File: config.mk
export PLATFORM = sky130hd
export DESIGN_NAME = sted_cell
export DESIGN_NICKNAME = d
export VERILOG_FILES = /design/src/rtl/sted_pkg.sv /design/src/rtl/sted_cell.sv
export SDC_FILE = /design/constraint.sdc
export NUM_CORES = 1
export LEC_CHECK = 0
export BUFFER_PORTS_ARGS = -buffer_cell sky130_fd_sc_hd__buf_2
export CORE_MARGIN = 8
export CORE_UTILIZATION = 35
export DETAILED_ROUTE_END_ITERATION = 10
export GPL_TIMING_DRIVEN = 1
export PLACE_DENSITY = 0.72
export REMOVE_ABC_BUFFERS = 1
export SYNTH_ARGS = -nofsm -noshare
export SYNTH_HDL_FRONTEND = slang
export SYNTH_SLANG_ARGS = --single-unit
File: constraint.sdc
create_clock -name clk -period 4.2 [get_ports clk]
set_clock_uncertainty 0.2 [all_clocks]
set_input_delay 0.63 -clock clk [delete_from_list [all_inputs] [get_ports clk]]
set_output_delay 0.63 -clock clk [all_outputs]
set_load 0.02 [all_outputs]
File: src/rtl/sted_pkg.sv
// ----------------------------------------------------------------------------
// sted_pkg
// Shared types and constants of the sorted table engine: request and result
// payloads, operation codes, sequencer states and the per-cell control word.
// ----------------------------------------------------------------------------
package sted_pkg;

	localparam int DEPTH_DEF       = 64;
	localparam int VALUE_WIDTH_DEF = 32;

	localparam int MODE_W   = 3;
	localparam int KEY_W    = 32;
	localparam int INDEX_W  = 6;
	localparam int POS_W    = 8;
	localparam int ENTRY_W  = 32;
	localparam int LENGTH_W = 7;

	typedef enum logic [MODE_W-1:0] {
		OP_INSERT     = 3'd0,
		OP_REMOVE_VAL = 3'd1,
		OP_REMOVE_AT  = 3'd2,
		OP_FIND       = 3'd3,
		OP_READ       = 3'd4,
		OP_CLEAR      = 3'd5
	} sted_op_t;

	typedef struct packed {
		logic [MODE_W-1:0]  mode;
		logic [KEY_W-1:0]   value;
		logic [INDEX_W-1:0] index;
	} sted_req_t;

	typedef struct packed {
		logic                    ok;
		logic signed [POS_W-1:0] position;
		logic [ENTRY_W-1:0]      entry;
		logic [LENGTH_W-1:0]     length;
	} sted_rsp_t;

	typedef enum logic [1:0] {
		ST_IDLE,
		ST_CMP,
		ST_APPLY
	} sted_state_t;

	// Control word broadcast to every cell of the chain.
	typedef struct packed {
		logic cmp;      // latch compare flags against the key
		logic ins;      // open a slot at the insertion point
		logic del_val;  // close the slot of the first equal entry
		logic del_idx;  // close the slot at the request index
	} sted_cell_ctrl_t;

endpackage

File: src/rtl/sted_cell.sv
// ----------------------------------------------------------------------------
// sted_cell
// One slot of the sorted chain: holds an entry, compares it with the key and
// takes its neighbor's entry when the chain opens or closes a slot.
// ----------------------------------------------------------------------------
module sted_cell import sted_pkg::*; #(
	parameter int VALUE_WIDTH = VALUE_WIDTH_DEF,
	parameter int IDX_W       = 7,
	parameter int CELL_IDX    = 0
) (
	input  logic                   clk,
	input  sted_cell_ctrl_t        ctrl,
	input  logic                   valid,
	input  logic [VALUE_WIDTH-1:0] key,
	input  logic [IDX_W-1:0]       del_idx,
	input  logic                   left_ge,
	input  logic [VALUE_WIDTH-1:0] left_v,
	input  logic [VALUE_WIDTH-1:0] right_v,
	output logic [VALUE_WIDTH-1:0] v,
	output logic                   ge,
	output logic                   eq
);

	logic [VALUE_WIDTH-1:0] v_q;
	logic                   ge_q;
	logic                   eq_q;
	logic                   at_or_after;

	assign at_or_after = (IDX_W'(CELL_IDX) >= del_idx);

	// An empty slot counts as greater than any key, so ge is monotonic.
	always_ff @(posedge clk) begin
		if (ctrl.cmp) begin
			ge_q <= !valid || (v_q >= key);
			eq_q <= valid && (v_q == key);
		end
	end

	// Insert and removal never come together; hold the entry otherwise.
	always_ff @(posedge clk) begin
		if (ctrl.ins && ge_q) begin
			v_q <= left_ge ? left_v : key;
		end else if ((ctrl.del_val && ge_q) || (ctrl.del_idx && at_or_after)) begin
			v_q <= right_v;
		end
	end

	assign v  = v_q;
	assign ge = ge_q;
	assign eq = eq_q;

endmodule

Word-level counts from Yosys, hierarchy flattened
Cells that the tools add are included.
- register bits: 34
- output and inout port bits: 34
- word-level logic and storage cells: 17
- magnitude comparators: 2
- eq/ne operators: 1
- multiplexer cells: 3
- reductions and logical operators: 8
- operators by type and width (cell ; count):
    $mux 32 ; 3
    $eq 32x32->1 ; 1
    $ge 32x32->1 ; 1
    $ge 1x7->1 const A ; 1
    $logic_and 1x1->1 ; 4
    $logic_or 1x1->1 ; 2
    $reduce_bool 2->1 ; 1
    $logic_not 1->1 ; 1

Longest topological paths before layout
- depth after elaboration: 5
- gate-level depth with buffers: 7
- mapped depth without buffers: 7

Worst setup path before layout
No wires, ideal clock.
- path type: in2reg
- start point: input del_idx[4]
- end point: register v_q[0], in the netlist v[0], enable pin
- setup time: 0.425 ns
- data arrival time: 2.628 ns
- required time: 3.575 ns
- setup slack: 0.946 ns
- cell stages on the path: 2
- buffers on the path: 0
- cells stage by stage: or4b_1 o21ai_1
- word-level cells in the longest chain between the ends: 4
- RTL lines (item ; RTL line ; source):
    start, declared ; sted_cell.sv:15 ; input logic [IDX_W-1:0] del_idx,
    $ge 1x7->1 ; sted_cell.sv:29 ; assign at_or_after = (IDX_W'(CELL_IDX) >= del_idx);
    $logic_and 1x1->1 ; sted_cell.sv:43 ; end else if ((ctrl.del_val && ge_q) || (ctrl.del_idx && at_or_after)) begin
    $logic_or 1x1->1 ; sted_cell.sv:43 ;
    $reduce_bool 2->1 (no line) ; -- ;
    end signal, assigned ; sted_cell.sv:42 ; v_q <= left_ge ? left_v : key;
    end signal, assigned ; sted_cell.sv:44 ; v_q <= right_v;
    end, declared ; sted_cell.sv:24 ; logic [VALUE_WIDTH-1:0] v_q;
Every way passes these cells.
A chain may end at the register's enable or synchronous reset.

Worst setup path in the final report
Ends and elaborated chain as after synthesis.

==> summary by stage <==
STA
Subtracting the final worst setup slack from the clock period gives 2.495 ns. Headroom to the max-slew limit came out at 27.79%. Setup repair after global routing left no endpoint under its margin.

The number of slew-limit violations in the final report is 0. The share of the clock period used by the worst path after layout is 59.41%. The total of endpoints with negative setup slack in the final report is 0. For the pin with the worst max-slew slack, the measured transition is 1.083 ns. Adding up every negative setup slack in the final design gives 0 ns.

Hold timing on the final database bottoms out at a slack of 0.3664 ns. The number of hold violations in the final report is 0. The maximum achievable frequency is 400.7 MHz.

Clock tree
Buffers added to address setup during post-CTS repair amount to 0. Clock tree synthesis selected as its root buffer the cell clkbuf_8. The clock sink count is 34. The number of gates resized after CTS was 0. The clock-pin slew of the registers on the worst-case setup and hold paths is 0.07 ns. The clock network latency to the later pin of the worst-skew pair is 0.28 ns. In this run the deepest clock path goes through 2 buffers. In this run, CTS created clock tree buffers numbering 5. The CTS tree is yes.

The H-tree depth is 2. The post-cts hold buffer count is 0.

Floorplanning
The number of placement rows is 31. The vertical die dimension is 101.8 um. The initial cell density of the core is 35.88%. The floorplan step defined a core boundary enclosing 7176 um^2. The die width is 101.8 um. 144 I/O pins were placed. The floorplan step defined a die boundary enclosing 10,360 um^2.

Synth
Summing the areas of all and, or, nand and nor instances in the mapped netlist gives 12.88% of the synthesized area. During synthesis, Yosys emitted a total of 0 warnings. Ranked by total cell area, the synthesized netlist is headed by edfxtp_1 (40%), ha_1 (16%), mux2i_1 (12%).

Of the total synthesized cell area, the portion taken by XOR and XNOR cells is 0%. The synthesized netlist contains 37 unique library cells. In this run the cell area of the synthesized design comes to 2575 um^2. For this run, the leading register cell type out of synthesis is edfxtp_1. The dominant cell type by area after synthesis is edfxtp_1. Counting flops with a built-in enable in the synthesized netlist gives 34. Of the post-synthesis cell area, the part taken by muxes is 12.44%. The largest family of logic cells by synthesized area is adder cells. The mean instance size in the synthesized netlist is 10.02 um^2. The sequential cell area fraction in the yosys report is 39.65%. In this run the biggest area consumer among cell types represents 39.65% of the synthesized area. The fraction of synthesis flops using an asynchronous set or reset pin is 0%.

The compound-cell area share of the yosys netlist is 12.93%. The adder and majority cell fraction of the synthesized area is 15.55%. The cell count after synthesis came out at 257. In this run, synthesis produced a sequential element count of 34.

Critical path
The top fanout value on the critical path is 32. STA puts the critical path data required time at 3.90 ns. STA puts the critical path data arrival time at 2.19 ns. The element type at the critical path end is a flip-flop. The nature of the critical path startpoint is a primary input.

The start-to-end type of the worst setup path is in -> reg.

Pwr
The combinational share of power is 31.3%. The static power due to leakage is 1.766 nW. Dividing total power by cell area gives a power density of 280.8 nW/um^2.

The share of total power in the clock network is 24.1%. The analysis attributes to net switching a power of 0.3108 mW. The power share of the sequential group is 44.5%.

VDD sags by at most 121.0 uV. The internal power component is 0.6606 mW. The net switching fraction of the power is 31.99%.

Place
The number of port buffers is 143. The final weighted congestion in routability-driven placement is 0.7848. The half-perimeter wire length after detailed placement is 5997 um.

Route
The DRC violation total after the first TritonRoute iteration is 65. After detailed routing, the number of vias per cell comes to 4.706. After detailed routing, the average wire length per cell comes to 14.72 um. The final routed wirelength across all metal layers is 7302 um. After detailed routing, the number of remaining DRC violations is 0. The detailed router placed 2,334 vias in this run. The first-pass iteration count of the detailed router is 3. The number of routed nets with antenna violations is 0.

GRT
Entering global routing, the biggest net connects 65 pins. The via count of the first global-routing pass was 2,572. The wire length of the first global-routing pass is 11,570 um. Global routing used 13.96% of the available tracks across all layers. The number of antenna violations at the first check in global routing is 1. The leftover overflow at the end of global routing is 0.

Min path
The kind of path behind the tightest hold check is in -> reg.

Run status
The run finished with clean final reports.

Final layout
The number of diodes added for antenna fixing is 0. The layout overhead on the synthesized area is 34.35%. The share of post-route cells with drive strength above 1 is 39.55%. The final layout net count is 538.

Job
The number of maximum-capacitance constraint violations is 0.
layout make-up:
class | count | area, um^2
Multi-Input combinational cell | 180 | 1398
Tap cell | 99 | 123.9
Inverter | 32 | 120.1
Fill cell | 695 | 3716
Clock inverter | 2 | 8.758
Clock buffer | 6 | 72.57
Timing Repair Buffer | 143 | 715.7
Sequential cell | 34 | 1021
synthesized netlist by cell type (2+ instances only):
cell type / instances
a21o_1: 3
a21oi_1: 41
buf_1: 2
buf_2: 6
clkbuf_1: 3
edfxtp_1: 34
ha_1: 32
inv_1: 32
mux2i_1: 32
nand2b_1: 2
nand3_1: 4
nand4_1: 7
nand4_4: 2
nor2_1: 32
nor2b_1: 2
o21ai_0: 2
metal layers:
layer  global-route usage, %  wire (um)
met2                   25.15       3627
met5                       0         11
met4                   3.322         71
met3                   4.399        613
met1                   15.46       2978
through the flow:
step / total power [mW] / setup slack [ns] / std cells / utilization, % / area (um^2)
after global placement: 0.7399 / 1.436 / 488 / 47.08 / 3378
after detailed placement: 0.7486 / 1.357 / 488 / 47.08 / 3378
after CTS: 0.9862 / 1.651 / 496 / 48.21 / 3460
after global routing: 1.035 / 1.577 / 496 / 48.21 / 3460
final: 0.9714 / 1.705 / 496 / 48.21 / 3460
after floorplan: 0.6195 / 0.9463 / 246 / - / 2526
final timing paths:
| kind | startpoint | endpoint | slack (ns) | cells after the start |
|---|---|---|---|---|
| setup reg to reg | v[21]$_DFFE_PP_ | ge$_DFFE_PP_ | 2.14 | 6 |
| hold reg to reg | v[11]$_DFFE_PP_ | ge$_DFFE_PP_ | 0.53 | 3 |
| setup / recovery | del_idx[4] | v[0]$_DFFE_PP_ | 1.70 | 3 |
| hold / removal | ctrl[3] | eq$_DFFE_PP_ | 0.37 | 1 |
worst max-delay path, cell delays in order:
cell and delay [ns]:
buf_2 0.09, or4b_1 0.58, o21ai_4 0.87
power by group through the flow:
stage	Combinational, mW	Sequential [mW]	Clock, mW
floorplan	0.141	0.478	0
global placement	0.302	0.438	0
detailed placement	0.308	0.440	0
CTS	0.310	0.433	0.243
global route	0.340	0.437	0.258
finish	0.304	0.432	0.235
registers in the layout, summed over array words and instances, names as in the netlist:
register and cells:
v 32, ge 1, eq 1
kinds of logic after synthesis:
kind of cell               count (synthesis)
adders and majority gates                 32
muxes                                     32
AOI/OAI and AO/OA                         57
and+or+nand+nor                           59
DFF                                       34
buffers and inverters                     43
placed cells by master, fill, tap and decap left out, types with 2 or more instances in the layout:
cell      instances
a21o_1            3
edfxtp_1         34
nand4_1           7
o21ai_0           2
mux2i_1          32
buf_2           143
clkbuf_8          5
nand2b_1          2
inv_1            32
a21oi_1          41
ha_1             32
nand3_1           4
nor2b_1           2
nand4_4           2
nor2_1           32
Power figures use the tool's default switching activity.
